$ cat src/bsa_pkg.sv
`default_nettype none
package bsa_pkg;

	localparam int SLOTS = 64;
	localparam int SLOT_W = $clog2(SLOTS);
	localparam int GRP_SIZE = 8;
	localparam int GRP_W = $clog2(GRP_SIZE);
	localparam int GROUPS = SLOTS / GRP_SIZE;

	localparam logic REQ_ALLOC = 1'b0;
	localparam logic REQ_FREE = 1'b1;

	localparam logic MODE_NEXT_FIT = 1'b0;
	localparam logic MODE_FIRST_FIT = 1'b1;

	typedef enum logic [1:0] {
		ST_OK = 2'd0,
		ST_FULL = 2'd1,
		ST_NOT_USED = 2'd2
	} status_t;

	typedef enum logic [1:0] {
		S_IDLE,
		S_SEARCH,
		S_DONE
	} state_t;

	typedef struct packed {
		logic load;
		logic search;
		logic commit;
	} dp_cmd_t;

endpackage
`default_nettype wire

$ cat src/bsa_ctrl.sv
`default_nettype none
module bsa_ctrl (
	input  logic              clk,
	input  logic              arst_n,
	input  logic              in_valid,
	output logic              in_stall,
	output logic              out_valid,
	input  logic              out_stall,
	output bsa_pkg::dp_cmd_t  cmd
);
	import bsa_pkg::*;

	state_t state_q;
	state_t state_d;
	logic   out_valid_q;
	logic   commit_ok;

	// the output register is free, or its word leaves this cycle
	assign commit_ok = !out_valid_q || !out_stall;

	always_comb begin
		state_d = state_q;
		unique case (state_q)
			S_IDLE: begin
				if (in_valid) state_d = S_SEARCH;
			end
			S_SEARCH: begin
				state_d = S_DONE;
			end
			S_DONE: begin
				if (commit_ok) state_d = in_valid ? S_SEARCH : S_IDLE;
			end
			default: begin
				state_d = S_IDLE;
			end
		endcase
	end

	always_comb begin
		cmd = '0;
		in_stall = 1'b1;
		unique case (state_q)
			S_IDLE: begin
				in_stall = 1'b0;
				cmd.load = in_valid;
			end
			S_SEARCH: begin
				cmd.search = 1'b1;
			end
			S_DONE: begin
				cmd.commit = commit_ok;
				in_stall = !commit_ok;
				cmd.load = commit_ok && in_valid;
			end
			default: begin
				in_stall = 1'b1;
			end
		endcase
	end

	always_ff @(posedge clk or negedge arst_n) begin
		if (!arst_n) begin
			state_q <= S_IDLE;
			out_valid_q <= 1'b0;
		end else begin
			state_q <= state_d;
			if (cmd.commit) out_valid_q <= 1'b1;
			else if (!out_stall) out_valid_q <= 1'b0;
		end
	end

	assign out_valid = out_valid_q;

endmodule
`default_nettype wire

$ cat src/bsa_datapath.sv
`default_nettype none
module bsa_datapath (
	input  logic                       clk,
	input  logic                       arst_n,
	input  bsa_pkg::dp_cmd_t           cmd,
	input  logic                       cfg_we,
	input  logic                       cfg_data,
	input  logic                       req_type,
	input  logic [bsa_pkg::SLOT_W-1:0] free_index,
	output logic [bsa_pkg::SLOT_W-1:0] slot_index,
	output logic [1:0]                 status
);
	import bsa_pkg::*;

	logic [SLOTS-1:0]  used_q;
	logic [SLOT_W-1:0] next_q;
	logic              mode_q;
	logic              req_q;
	logic [SLOT_W-1:0] idx_q;
	logic [SLOT_W-1:0] slot_q;
	status_t           status_q;

	logic [SLOT_W-1:0] start;
	logic [SLOTS-1:0]  mask_a;
	logic [SLOTS-1:0]  mask_b;

	logic [GROUPS-1:0] hit_a_s1;
	logic [GROUPS-1:0] hit_b_s1;
	logic [GRP_W-1:0]  off_a_s1 [GROUPS];
	logic [GRP_W-1:0]  off_b_s1 [GROUPS];

	logic              found_a;
	logic              found_b;
	logic [SLOT_W-1:0] sel_a;
	logic [SLOT_W-1:0] sel_b;
	logic              found;
	logic [SLOT_W-1:0] grant;
	logic [SLOT_W-1:0] grant_inc;

	function automatic logic [GRP_W:0] enc_group(logic [GRP_SIZE-1:0] v);
		logic [GRP_W:0] r;
		r = '0;
		for (int i = GRP_SIZE - 1; i >= 0; i--) begin
			if (v[i]) r = {1'b1, GRP_W'(i)};
		end
		return r;
	endfunction

	// next-fit restarts at slot 1 when the pointer sits on slot 0
	assign start = (next_q == '0) ? SLOT_W'(1) : next_q;

	always_comb begin
		for (int i = 0; i < SLOTS; i++) begin
			if (mode_q == MODE_FIRST_FIT) begin
				mask_a[i] = !used_q[i];
				mask_b[i] = 1'b0;
			end else begin
				mask_a[i] = !used_q[i] && (SLOT_W'(i) >= start);
				mask_b[i] = !used_q[i] && (i != 0);
			end
		end
	end

	// first level: lowest free bit inside each group, registered
	always_ff @(posedge clk) begin
		if (cmd.search) begin
			for (int g = 0; g < GROUPS; g++) begin
				{hit_a_s1[g], off_a_s1[g]} <= enc_group(mask_a[g*GRP_SIZE +: GRP_SIZE]);
				{hit_b_s1[g], off_b_s1[g]} <= enc_group(mask_b[g*GRP_SIZE +: GRP_SIZE]);
			end
		end
	end

	// second level: lowest group with a hit; the wrapped range only if the first misses
	always_comb begin
		found_a = 1'b0;
		found_b = 1'b0;
		sel_a = '0;
		sel_b = '0;
		for (int g = GROUPS - 1; g >= 0; g--) begin
			if (hit_a_s1[g]) begin
				found_a = 1'b1;
				sel_a = SLOT_W'({g[SLOT_W-1:0], off_a_s1[g]});
			end
			if (hit_b_s1[g]) begin
				found_b = 1'b1;
				sel_b = SLOT_W'({g[SLOT_W-1:0], off_b_s1[g]});
			end
		end
		found = found_a || found_b;
		grant = found_a ? sel_a : (found_b ? sel_b : '0);
		grant_inc = (grant == SLOT_W'(SLOTS - 1)) ? SLOT_W'(1) : grant + SLOT_W'(1);
	end

	always_ff @(posedge clk or negedge arst_n) begin
		if (!arst_n) begin
			used_q <= '0;
			next_q <= SLOT_W'(1);
			mode_q <= MODE_NEXT_FIT;
		end else begin
			if (cfg_we) mode_q <= cfg_data;
			if (cmd.commit) begin
				if (req_q == REQ_FREE) begin
					used_q[idx_q] <= 1'b0;
				end else if (found) begin
					used_q[grant] <= 1'b1;
					if (mode_q == MODE_NEXT_FIT) next_q <= grant_inc;
				end
			end
		end
	end

	always_ff @(posedge clk) begin
		if (cmd.load) begin
			req_q <= req_type;
			idx_q <= free_index;
		end
		if (cmd.commit) begin
			if (req_q == REQ_FREE) begin
				slot_q <= idx_q;
				status_q <= used_q[idx_q] ? ST_OK : ST_NOT_USED;
			end else begin
				slot_q <= grant;
				status_q <= found ? ST_OK : ST_FULL;
			end
		end
	end

	assign slot_index = slot_q;
	assign status = status_q;

endmodule
`default_nettype wire

$ cat src/bitmap_slot_allocator_unit.sv
`default_nettype none
// Bitmap slot allocator: one used bit per slot, 64 slots.
// Input channel (in_valid / in_stall): req_type 0 allocates a slot, 1 frees
// free_index. Output channel (out_valid / out_stall): one word per request,
// slot_index is the granted slot (0 when full) or the echoed freed slot;
// status is 0 ok, 1 no free slot, 2 freed slot was not in use.
// cfg_we / cfg_data write alloc_mode: 0 next-fit from a rotating pointer that
// never grants slot 0, 1 first-fit lowest free slot. Write only while idle.
// The search is a two-level priority encoder; the group level is registered in
// the search state, the group pick, map update and output register load happen
// in the done state, which waits while a stalled receiver holds the output.
// One request is in flight at a time; the next is taken on the cycle its
// predecessor commits to the output register.
// While the receiver stalls, the output word holds; a finished request waits
// in the datapath and in_stall stays high until the output register frees up.
// Reset clears the whole map at once, sets the next-fit pointer to slot 1 and
// the mode to next-fit; the block takes requests as soon as reset is released.
module bitmap_slot_allocator_unit (
	input  logic                       clk,
	input  logic                       arst_n,
	input  logic                       cfg_we,
	input  logic                       cfg_data,
	input  logic                       in_valid,
	output logic                       in_stall,
	input  logic                       req_type,
	input  logic [bsa_pkg::SLOT_W-1:0] free_index,
	output logic                       out_valid,
	input  logic                       out_stall,
	output logic [bsa_pkg::SLOT_W-1:0] slot_index,
	output logic [1:0]                 status
);
	import bsa_pkg::*;

	dp_cmd_t cmd;

	bsa_ctrl u_ctrl (
		.clk       (clk),
		.arst_n    (arst_n),
		.in_valid  (in_valid),
		.in_stall  (in_stall),
		.out_valid (out_valid),
		.out_stall (out_stall),
		.cmd       (cmd)
	);

	bsa_datapath u_datapath (
		.clk        (clk),
		.arst_n     (arst_n),
		.cmd        (cmd),
		.cfg_we     (cfg_we),
		.cfg_data   (cfg_data),
		.req_type   (req_type),
		.free_index (free_index),
		.slot_index (slot_index),
		.status     (status)
	);

	// one request in flight: the cycle after a request is taken never takes another
	a_one_in_flight: assert property (@(posedge clk) disable iff (!arst_n)
		(in_valid && !in_stall) |=> in_stall)
		else $error("request taken during search");

	a_full_slot_zero: assert property (@(posedge clk) disable iff (!arst_n)
		(out_valid && status == ST_FULL) |-> (slot_index == '0))
		else $error("full status with nonzero slot");

	a_status_legal: assert property (@(posedge clk) disable iff (!arst_n)
		out_valid |-> (status == ST_OK || status == ST_FULL || status == ST_NOT_USED))
		else $error("undefined status code");

	// a new output word always follows a search cycle, where the input is stalled
	a_word_has_request: assert property (@(posedge clk) disable iff (!arst_n)
		($rose(out_valid)) |-> $past(in_stall, 2))
		else $error("output word without a search cycle");

endmodule
`default_nettype wire

$ cat config.mk
export PLATFORM = sky130hd
export DESIGN_NAME = bitmap_slot_allocator_unit
export DESIGN_NICKNAME = d
export VERILOG_FILES = /design/src/bsa_pkg.sv /design/src/bsa_ctrl.sv /design/src/bsa_datapath.sv /design/src/bitmap_slot_allocator_unit.sv
export SDC_FILE = /design/constraint.sdc
export NUM_CORES = 1
export LEC_CHECK = 0
export BUFFER_PORTS_ARGS = -buffer_cell sky130_fd_sc_hd__buf_2
export CAP_MARGIN = 15
export CORE_ASPECT_RATIO = 1.2
export CORE_UTILIZATION = 30
export CTS_CLUSTER_SIZE = 25
export DETAILED_ROUTE_END_ITERATION = 10
export PLACE_DENSITY = 0.41
export SLEW_MARGIN = 30
export SYNTH_ARGS = -nofsm -noshare
export SYNTH_HDL_FRONTEND = slang
export SYNTH_SLANG_ARGS = --single-unit
$ cat constraint.sdc
create_clock -name clk -period 8.65 [get_ports clk]
set_input_delay 0.4325 -clock clk [delete_from_list [all_inputs] [get_ports clk]]
set_output_delay 0.4325 -clock clk [all_outputs]
set_load 0.02 [all_outputs]
==> results of run 1 <==
stage by stage:
| step | power [mW] | util | instance area [um^2] | std cells | worst slack, ns |
|---|---|---|---|---|---|
| after floorplan | 1.20 | - | 9090 | 1008 | 4.89 |
| after global placement | 1.37 | 0.321 | 9540 | 1376 | 5.70 |
| after detailed placement | 1.37 | 0.321 | 9540 | 1376 | 5.69 |
| after CTS | 2.14 | 0.342 | 10200 | 1409 | 5.67 |
| after global routing | 2.22 | 0.342 | 10200 | 1409 | 5.46 |
| final | 2.14 | 0.342 | 10200 | 1409 | 5.64 |
repair_timing:
item | CTS | global route
resized for setup | 0 | 0
buffers inserted | 0 | 0
hold endpoints to repair | 2 | 0
hold buffers | 1 | 0
worst max path at each step:
stage | start | to | slack, ns | depth (start not counted)
6_report | u_datapath.next_q[2] | u_datapath.hit_a_s1[7] | 5.64 | 7
5_1_grt | u_datapath.next_q[3] | u_datapath.hit_a_s1[7] | 5.46 | 7
4_1_cts | u_datapath.hit_a_s1[2] | u_datapath.used_q[11] | 5.67 | 5
3_5_place_dp | u_datapath.hit_a_s1[2] | u_datapath.used_q[11] | 5.69 | 5
3_3_place_gp | u_datapath.hit_a_s1[2] | u_datapath.used_q[40] | 5.70 | 6
2_1_floorplan | u_ctrl.state_q[1] | u_datapath.hit_a_s1[0] | 4.89 | 1
layout by cell type, fill, tap and decap left out, types with 5 or more instances in the layout:
cell type	instances
o21ai_0	155
nand2_1	98
a21oi_1	91
nor2_1	87
edfxtp_1	79
dfrtp_1	73
nor2b_1	37
inv_1	31
nand3_1	23
nand2b_1	21
buf_2	21
nor3_1	19
clkbuf_16	19
o22ai_1	17
a41o_1	15
a211oi_1	15
a21o_1	14
nand3b_1	10
a31oi_1	10
mux2_2	10
o21a_1	9
or2_2	9
buf_4	9
o21bai_1	8
nor3b_1	8
o21ai_2	8
a311oi_1	7
o31ai_1	7
and2_1	6
mux2i_1	6
or3_1	5
o41ai_1	5
a221oi_1	5
clkbuf_8	5
registers in the layout (all words and copies together), names as in the netlist, 2 cells and up:
name and count:
u_ctrl.state_q 2, u_datapath.next_q 6, u_datapath.idx_q 6, u_datapath.off_b_s1 24
u_datapath.hit_b_s1 8, u_datapath.slot_index 6, u_datapath.off_a_s1 24, u_datapath.used_q 64
u_datapath.status 2, u_datapath.hit_a_s1 8
worst max-delay path, cell delays in order (launching register included):
cell,delay [ns]
dfrtp_1,0.65
nor2_1,0.81
a211oi_1,0.30
nand4_1,0.16
a21o_1,0.13
o21ai_0,0.10
or3_1,0.35
or2_2,0.28
cells by family after synthesis:
logic type                 Yosys count  share of synthesized area
buffers and inverters               84                     0.0384
adders and majority gates            1                    0.00138
and+or+nand+nor                    345                      0.191
DFF                                153                      0.465
AOI/OAI and AO/OA                  405                      0.281
muxes                               17                     0.0215
xor gates and xnor gates             3                    0.00289
per-layer routing:
metal / wire [um] / vias to the layer above / track usage
met1: 14800 / 3926 / 0.289
met4: 927 / 0 / 0.0809
met5: 0 / - / 0
met2: 17700 / 205 / 0.411
met3: 1150 / 51 / 0.0241
li1: - / 3747 / -
report_power, final:
part	switching, mW	internal (mW)	total [mW]
Combinational	0.284	0.129	0.414
Clock	0.308	0.469	0.777
Sequential	0.106	0.839	0.945
layout make-up:
type	instances	area [um^2]	share of cell area
Sequential cell	153	4230	0.416
Clock buffer	27	556	0.0547
Timing Repair Buffer	32	194	0.0191
Multi-Input combinational cell	771	4530	0.446
Clock inverter	5	52.6	0.00517
Tap cell	390	488	0.0480
Inverter	31	116	0.0115
==> impl_summary.txt, run 1 <==
----------------------------------------------------
[Run status]
  Run status ... finished, final reports clean

[Timing]
  Skew final ... 0.0115 ns
  Total negative setup slack ... 0 ns
  Pin slew with the least headroom to its limit ... 0.939 ns
  RSZ-0062 raised after global routing ... no
  Final setup violation count ... 0
  Total count of hold-check failures in the final report ... 0
  Clock period minus final worst setup slack ... 3.01 ns
  Max_slew headroom ... 0.373
  Maximum clock frequency ... 0.332 GHz
  Worst hold margin ... 0.168 ns
  Final slew viol count ... 0
  Final worst-path cycle share ... 0.348

[Synth]
  Sequential area share after synthesis ... 0.465
  Nets in the synthesized netlist ... 1022
  Number of enable flip-flop cells after synthesis ... 79
  Area share of the largest cell type after synthesis ... 0.261
  Cell count after synthesis ... 1008
  Distinct cells, synth ... 72
  Number of register bits inferred by synthesis ... 153
  Share of flip-flops with an asynchronous set or reset ... 0.484
  Commonest cells post-synth ... o21ai_0 (155), nand2_1 (98), a21oi_1 (91), nor2_1 (87), edfxtp_1 (79)
  Mean post-synth cell area ... 9.02 um^2
  Library cell with the largest summed area after synthesis ... edfxtp_1
  Area contributors post-synth ... edfxtp_1 (26%), dfrtp_1 (20%), o21ai_0 (8.5%)
  Warnings, synthesis ... 0
  Post-Syn Area ... 9090 um^2
  Most common cell in the synthesized netlist ... o21ai_0
  Top_reg_cell synth ... edfxtp_1

[GRT]
  Aggregate global-route resource usage ... 0.231
  Number of antenna violations at the first check in global routing ... 0
  Maximum number of pins on one net before global-route repair ... 73
  Total global routing overflow ... 0
  Vias in the first global route ... 7699
  Global-route wire length before repair ... 51700 um

[Routing]
  Vias ... 7929
  Total wire length after detailed routing ... 34600 um
  First-pass DRT Iterations ... 5
  Number of design rule violations left after detail routing ... 0
  Initial DRC count ... 587
  Vias per cell ... 5.63
  Post-detailed-route count of antenna-violating nets ... 0
  Average routed wire per standard cell ... 24.6 um

[Worst setup path]
  Worst R2R Path Depth ... 7
  Startpoint kind of the worst setup timing path ... flop
  Largest fanout on the critical path ... 23
  Type of element capturing the critical path ... flop
  Setup slack, reg-to-reg ... 5.64 ns
  FF-to-FF End ... u_datapath.hit_a_s1[7]
  CP Data Required Time ... 8.83 ns
  Worst EP arrival ... 3.20 ns
  Startpoint of the worst register-to-register path ... u_datapath.next_q[2]
  Critical path class ... reg -> reg

[Floorplanning]
  Site Rows ... 69
  Die H ... 193 um
  Core Footprint ... 29700 um^2
  Width of the die ... 161 um
  Initial cell density of the core ... 0.306
  Total I/O pin count ... 23
  Overall die area ... 31000 um^2

[Clock tree]
  Number of H-tree levels ... 4
  Maximum clock insertion buffer count ... 2
  Insertion delay of the later-clocked pin in the worst-skew pair ... 0.44 ns
  Buffer cell driving the clock tree root ... clkbuf_16
  Number of sinks on the clock net ... 153
  Clock tree from TritonCTS ... built
  Num CTS Buffers ... 17
  Clock-pin transition on the worst setup and hold timing paths ... 0.07 ns

[Hold path]
  Worst Min Path Start ... req_type
  Terminating pin of the worst hold path ... u_datapath.req_q
  Path class of the lowest-slack min-delay path ... in -> reg
  Hold Path Stages ... 1

[Power]
  Static Leak ... 3.68 nW
  Highest ir drop seen on vdd ... 0.151 mV
  Pwr/cell area ... 210 nW/um^2

[Finish]
  Nets ... 1020
  Layout overhead on the synthesized area ... 11.7%
  Total of fill cells in the finished design ... 3114
  Antenna diode count ... 0
  Share of final-layout standard cells stronger than drive strength 1 ... 0.105

[Placed design]
  Buffers added on ports ... 22
  Routability congestion estimate ... 0.895
  HPWL after detailed placement ... 26100 um

[Job]
  Max Cap Violations ... 0

----------------------------------------------------
Note: power is estimated with default switching activity, not from simulation.
==> run 2, diff against run 1 <==
Settings changed: ABC_AREA set to 1, PLACE_DENSITY 0.41 to 0.43.
Clock period 8.65 ns to 2.45 ns, I/O delays scaled along.
==> run 2 against run 1 <==
Critical path depth grew 6; utilization rose by 1.1 points; register-to-register slack worse by 5.5 ns; setup slack got worse by 5.5 ns; count of clock-buffer cells in the layout fell by 6; via count is 6.3% higher; hold slack got worse by 0.12 ns; first-iteration DRC count grew 38%; largest cell class is now registers; final area increased by 2.9%.
==> impl_summary.txt, run 2 <==
----------------------------------------------------
[Power]
  Switching fraction of total power ... 0.359
  Highest ir drop seen on vdd ... 0.545 mV
  Static Leak ... 4.28 nW
  Pwr/cell area ... 728 nW/um^2
  Cell internal power dissipation ... 4.88 mW
  Logic pwr share ... 0.257
  Clock power share ... 0.317
  Sequential Power Share ... 0.426
  Total power after layout ... 7.62 mW
  Switching pwr ... 2.74 mW

[Run status]
  Run status ... finished, final reports clean

[Routing]
  Average routed wire per standard cell ... 20.4 um
  First-pass DRT Iterations ... 5
  Vias ... 8429
  Post-detailed-route count of antenna-violating nets ... 0
  Total wire length after detailed routing ... 33200 um
  Vias per cell ... 5.19
  Number of design rule violations left after detail routing ... 0
  Initial DRC count ... 810

[Worst setup path]
  FF-to-FF End ... u_datapath.hit_a_s1[0]
  Cell-by-cell listing of the critical path ... nor2_4, nand2_1, inv_1, nand2_2, nand2_2, inv_2, nand2_2, inv_2, nand2_1, a21o_1, nand2_1, nor2_1, nand4_1
  Startpoint kind of the worst setup timing path ... flop
  Worst EP arrival ... 2.52 ns
  Largest fanout on the critical path ... 6
  Type of element capturing the critical path ... flop
  Setup slack, reg-to-reg ... 0.10 ns
  Startpoint of the worst register-to-register path ... u_datapath.next_q[5]
  Critical path class ... reg -> reg
  CP Data Required Time ... 2.62 ns
  Longest individual stage delay on the worst path ... 0.49 ns
  Crit-path slowest cell ... dfrtp_1
  Worst R2R Path Depth ... 13

[Finish]
  Register bank with the most flops ... u_datapath.used_q
  Most frequent cells in the layout ... nand2_1 (221), o21ai_0 (132), nor2_1 (130)
  Final Non-Filler Cells ... 1623
  Antenna diode count ... 0
  Finished Cell Area ... 10500 um^2
  Layout overhead on the synthesized area ... 15.9%
  Most frequent standard cell in the layout excluding fill and tap cells ... nand2_1
  Share of final-layout standard cells stronger than drive strength 1 ... 0.131
  Max FFs per register ... 64
  Nets ... 1234

[Floorplanning]
  Die H ... 192 um
  Overall die area ... 30800 um^2
  Width of the die ... 160 um
  Total I/O pin count ... 23
  Site Rows ... 69
  Initial cell density of the core ... 0.305
  Core Footprint ... 29600 um^2

[GRT]
  Number of antenna violations at the first check in global routing ... 0
  Maximum number of pins on one net before global-route repair ... 66
  Global-route wire length before repair ... 49800 um
  Total global routing overflow ... 0
  Vias in the first global route ... 8192
  Aggregate global-route resource usage ... 0.222

[Synth]
  Post-Syn Area ... 9020 um^2
  Top_reg_cell synth ... edfxtp_1
  Warnings, synthesis ... 0
  Library cell with the largest summed area after synthesis ... edfxtp_1
  Distinct cells, synth ... 51
  Area share of the largest cell type after synthesis ... 0.263
  Cell count after synthesis ... 1155
  Mean post-synth cell area ... 7.81 um^2
  Sequential area share after synthesis ... 0.468
  Commonest cells post-synth ... nand2_1 (221), nor2_1 (132), o21ai_0 (132), inv_1 (128), a21oi_1 (82)
  Fraction of synthesized area in multiplexers ... 0
  Xor/xnor cell area share of the yosys netlist ... 0
  Nets in the synthesized netlist ... 1169
  Most common cell in the synthesized netlist ... nand2_1
  Share of flip-flops with an asynchronous set or reset ... 0.484
  Area contributors post-synth ... edfxtp_1 (26%), dfrtp_1 (20%), nand2_1 (9.2%)
  Number of register bits inferred by synthesis ... 153
  Basic-gate share of the synthesized area counting and, or, nand and nor cells ... 0.250
  Adder-cell area share of the yosys netlist ... 0.00139
  Combinational family with the most area after synthesis ... simple AND/OR/NAND/NOR gates
  Number of enable flip-flop cells after synthesis ... 79
  Post-synthesis compound-gate area fraction ... 0.209

[Clock tree]
  Clock-pin transition on the worst setup and hold timing paths ... 0.07 ns
  Maximum clock insertion buffer count ... 2
  Number of H-tree levels ... 4
  Number of sinks on the clock net ... 153
  Buffer cell driving the clock tree root ... clkbuf_16
  Num CTS Buffers ... 17
  Clock tree from TritonCTS ... built
  Insertion delay of the later-clocked pin in the worst-skew pair ... 0.45 ns

[Timing]
  Pin slew with the least headroom to its limit ... 0.892 ns
  Total negative setup slack ... 0 ns
  Skew final ... 0.0146 ns
  RSZ-0062 raised after global routing ... no
  Final worst-path cycle share ... 0.957
  Clock period minus final worst setup slack ... 2.35 ns
  Maximum clock frequency ... 0.426 GHz
  Final slew viol count ... 0
  Max_slew headroom ... 0.399
  Crit path setup slack, layout ... 0.105 ns
  Final setup violation count ... 0
  Total count of hold-check failures in the final report ... 0

[Placed design]
  Cell area after placement ... 9810 um^2
  Routability congestion estimate ... 0.970
  Setup Slack @ Placement ... 0.136 ns
  HPWL after detailed placement ... 26600 um
  Cell count after placement ... 1579
  Buffers added on ports ... 22

[Job]
  Max Cap Violations ... 0

[Hold path]
  Path class of the lowest-slack min-delay path ... in -> async

----------------------------------------------------
run 2: cell types whose count changed after synthesis, moves of 20 or more:
cell	change
nand2_1	+123
inv_1	+97
nand2b_1	-20
nor2_1	+45
o21ai_0	-23
nor2b_1	-38
nor3_1	+28
clkbuf_1	-31
o21ai_1	+37
run 2: cells by family (layout without fill, tap and decap cells):
group / Yosys count / after routing
adders and majority gates: 1 / 1
buffers and inverters: 165 / 243
DFF: 153 / 153
and+or+nand+nor: 497 / 497
AOI/OAI and AO/OA: 339 / 339
run 2: per-stage QoR:
step | util | hold WS [ns]
global route | 0.353 | 0.0611
detailed placement | 0.331 | -0.0332
CTS | 0.353 | 0.0388
finish | 0.353 | 0.0466
floorplan | - | -0.173
global placement | 0.331 | -0.0335
run 2: how the worst max path moves through the flow:
stage / startpoint / endpoint / slack (ns) / cells past startpoint
final: u_datapath.next_q[5] / u_datapath.hit_a_s1[0] / 0.10 / 13
after global routing: u_datapath.next_q[5] / u_datapath.hit_a_s1[0] / 0.03 / 13
after CTS: u_datapath.next_q[4] / u_datapath.hit_a_s1[0] / 0.13 / 13
after detailed placement: u_datapath.next_q[4] / u_datapath.hit_a_s1[0] / 0.14 / 13
after global placement: u_datapath.next_q[4] / u_datapath.hit_a_s1[0] / 0.16 / 13
after floorplan: u_datapath.hit_a_s1[6] / u_datapath.next_q[4] / 0.64 / 12
run 2: power by group through the flow:
stage | Sequential [mW] | Combinational [mW] | Clock, mW
6_report | 3.25 | 1.95 | 2.42
5_1_grt | 3.27 | 2.12 | 2.54
4_1_cts | 3.24 | 1.94 | 2.45
3_5_place_dp | 3.30 | 1.91 | 0
3_3_place_gp | 3.30 | 1.92 | 0
2_1_floorplan | 3.19 | 1.20 | 0
run 2: cell type report:
| class | instances | area (um^2) |
|---|---|---|
| tap | 390 | 488 |
| clock inverter | 11 | 73.8 |
| fill | 3109 | 19200 |
| timing repair buffer | 68 | 526 |
| inverter | 143 | 537 |
| clock buffer | 21 | 450 |
| sequential | 153 | 4230 |
| multi-input combinational | 837 | 4160 |
run 2: critical path, delay by kind of cell (launching register included):
| family | cells | cell delay (ns) |
|---|---|---|
| AND/OR/NAND/NOR | 9 | 1.08 |
| flip-flops | 1 | 0.49 |
| buffers and inverters | 3 | 0.31 |
| AO/OA/AOI/OAI | 1 | 0.16 |
run 2: what timing repair did:
action / CTS / global route
resized for setup: 0 / 2
setup endpoints to repair: 0 / 4
hold buffers: 12 / 0
setup buffers: 0 / 0
endpoints found under the hold margin: 83 / 0
run 2: layer usage:
layer | up-vias | routed length, um | GRT usage
met5 | - | 0 | 0
met4 | 0 | 1550 | 0.115
met2 | 282 | 16200 | 0.385
li1 | 4096 | - | -
met1 | 3967 | 14000 | 0.268
met3 | 84 | 1450 | 0.0309
==> run 3, diff against run 2 <==
Settings changed: CTS_BUF_LIST set to sky130_fd_sc_hd__clkbuf_4 sky130_fd_sc_hd__clkbuf_8.
==> run 3 against run 2 <==
Via count is 0.56% lower; final area is 1.5% lower; utilization is 0.54 points lower; sequential cell count stayed put; hold slack better by 0.30 ns; wire length is 0.11% higher; sequential power hardly changed; fmax is 0.48% lower; first-iteration DRC count is 19% lower; combinational power hardly changed; count of clock-buffer cells in the layout stayed put; setup slack worse by 0.011 ns; critical path type unchanged; critical endpoint unchanged; highest routed layer unchanged.
==> impl_summary.txt, run 3 (synthesized netlist as in run 2, its figures left out) <==
----------------------------------------------------
[Clock tree]
  Clock-pin transition on the worst setup and hold timing paths ... 0.09 ns
  Postcts setup bufs ... 0
  Buffer cell driving the clock tree root ... clkbuf_8
  Number of sinks on the clock net ... 153
  Maximum clock insertion buffer count ... 2
  Number of H-tree levels ... 4
  Insertion delay of the later-clocked pin in the worst-skew pair ... 0.48 ns
  Num CTS Buffers ... 17
  Clock tree from TritonCTS ... built

[Routing]
  Post-detailed-route count of antenna-violating nets ... 0
  Total wire length after detailed routing ... 33200 um
  Initial DRC count ... 655
  Vias per cell ... 5.16
  Number of design rule violations left after detail routing ... 0
  First-pass DRT Iterations ... 6
  Vias ... 8382
  Average routed wire per standard cell ... 20.4 um

[Timing]
  Skew final ... 0.0166 ns
  Final worst-path cycle share ... 0.962
  Crit path setup slack, layout ... 0.0936 ns
  Total count of hold-check failures in the final report ... 0
  Final slew viol count ... 0
  RSZ-0062 raised after global routing ... no
  Final setup violation count ... 0
  Maximum clock frequency ... 0.424 GHz
  Total negative setup slack ... 0 ns
  Pin slew with the least headroom to its limit ... 0.905 ns
  Max_slew headroom ... 0.389
  Clock period minus final worst setup slack ... 2.36 ns

[Worst setup path]
  Buffers & Inverters on Critical Path ... 3
  FF-to-FF End ... u_datapath.hit_a_s1[0]
  Largest fanout on the critical path ... 6
  Worst R2R Path Depth ... 13
  Cell-by-cell listing of the critical path ... nor2_4, nand2_1, inv_1, nand2_2, nand2_2, inv_2, nand2_2, inv_2, nand2_1, a21o_1, nand2_1, nor2_1, nand4_1
  CP Data Required Time ... 2.66 ns
  Startpoint kind of the worst setup timing path ... flop
  Type of element capturing the critical path ... flop
  Longest individual stage delay on the worst path ... 0.50 ns
  Crit-path slowest cell ... dfrtp_1
  Cell family with the largest share of critical-path delay ... simple AND/OR/NAND/NOR gates
  Worst EP arrival ... 2.57 ns
  Startpoint of the worst register-to-register path ... u_datapath.next_q[5]
  Setup slack, reg-to-reg ... 0.09 ns
  Critical path class ... reg -> reg

[GRT]
  Total global routing overflow ... 0
  Vias in the first global route ... 8206
  Global-route wire length before repair ... 49800 um
  Number of antenna violations at the first check in global routing ... 0
  Aggregate global-route resource usage ... 0.222
  Maximum number of pins on one net before global-route repair ... 66

[Finish]
  Nets ... 1236
  Layout overhead on the synthesized area ... 14.1%
  Antenna diode count ... 0
  Share of final-layout standard cells stronger than drive strength 1 ... 0.134
  Register bank with the most flops ... u_datapath.used_q
  Most frequent cells in the layout ... nand2_1 (221), o21ai_0 (132), nor2_1 (130)
  Max FFs per register ... 64
  Most frequent standard cell in the layout excluding fill and tap cells ... nand2_1

[Run status]
  Run status ... finished, final reports clean

[Placed design]
  HPWL after detailed placement ... 26600 um
  Buffers added on ports ... 22
  Routability congestion estimate ... 0.970
  Setup Slack @ Placement ... 0.136 ns

[Job]
  Max Cap Violations ... 0

[Floorplanning]
  Width of the die ... 160 um
  Initial cell density of the core ... 0.305
  Site Rows ... 69
  Total I/O pin count ... 23
  Overall die area ... 30800 um^2
  Core Footprint ... 29600 um^2
  Die H ... 192 um

[Hold path]
  Terminating pin of the worst hold path ... u_datapath.idx_q[3]
  Hold Path Stages ... 2
  Path class of the lowest-slack min-delay path ... in -> reg
  Worst Min Path Start ... free_index[3]

[Power]
  Pwr/cell area ... 677 nW/um^2
  Highest ir drop seen on vdd ... 0.373 mV
  Total power after layout ... 6.97 mW
  Static Leak ... 4.22 nW

----------------------------------------------------
## run 3: changes by cell type in the layout (fill, tap and decap cells not counted)
cell	before	now
clkbuf_8	1	18
clkbuf_1	3	0
dlygate4sd3_1	12	14
clkbuf_4	0	3
clkbuf_16	17	0
## run 3: layout make-up
cell class | count | area (um^2)
Clock buffer | 21 | 270
Clock inverter | 11 | 73.8
Fill cell | 3124 | 19300
Inverter | 143 | 537
Multi-Input combinational cell | 837 | 4160
Sequential cell | 153 | 4230
Tap cell | 390 | 488
Timing Repair Buffer | 70 | 546
## run 3: worst max-delay path by stage
stage / to / cells past startpoint / start / slack (ns)
final: u_datapath.hit_a_s1[0] / 13 / u_datapath.next_q[5] / 0.09
after global routing: u_datapath.hit_a_s1[0] / 13 / u_datapath.next_q[5] / 0.02
after CTS: u_datapath.hit_a_s1[0] / 13 / u_datapath.next_q[4] / 0.12
after detailed placement: u_datapath.hit_a_s1[0] / 13 / u_datapath.next_q[4] / 0.14
after global placement: u_datapath.hit_a_s1[0] / 13 / u_datapath.next_q[4] / 0.16
after floorplan: u_datapath.next_q[4] / 12 / u_datapath.hit_a_s1[6] / 0.64
## run 3: routing by layer
| metal | part of all wire | up-vias | global-route usage | wire [um] |
|---|---|---|---|---|
| met4 | 0.047 | 0 | 0.122 | 1580 |
| met2 | 0.49 | 259 | 0.383 | 16300 |
| li1 | - | 4088 | - | - |
| met5 | 0 | - | 0 | 0 |
| met1 | 0.42 | 3952 | 0.268 | 14100 |
| met3 | 0.038 | 83 | 0.0313 | 1280 |
## run 3: where the power goes
group	switching (mW)	total, mW	internal, mW	leakage, nW
Clock	1.02	1.77	0.756	0.174
Combinational	1.39	1.96	0.561	2.36
Sequential	0.247	3.25	3.00	1.68
Total	2.66	6.97	4.32	4.22
## run 3: metrics by stage
| stage | instance area (um^2) | util | hold slack, ns | cells |
|---|---|---|---|---|
| after global routing | 10300 | 0.348 | 0.325 | 1625 |
| after global placement | 9810 | 0.331 | -0.0335 | 1579 |
| final | 10300 | 0.348 | 0.346 | 1625 |
| after detailed placement | 9810 | 0.331 | -0.0332 | 1579 |
| after CTS | 10300 | 0.348 | 0.317 | 1625 |
| after floorplan | 9030 | - | -0.173 | 1155 |
## run 3: repair_timing
item	CTS	global route
endpoints found under the setup margin	0	5
hold buffers	14	0
resized for setup	0	2
endpoints found under the hold margin	84	0
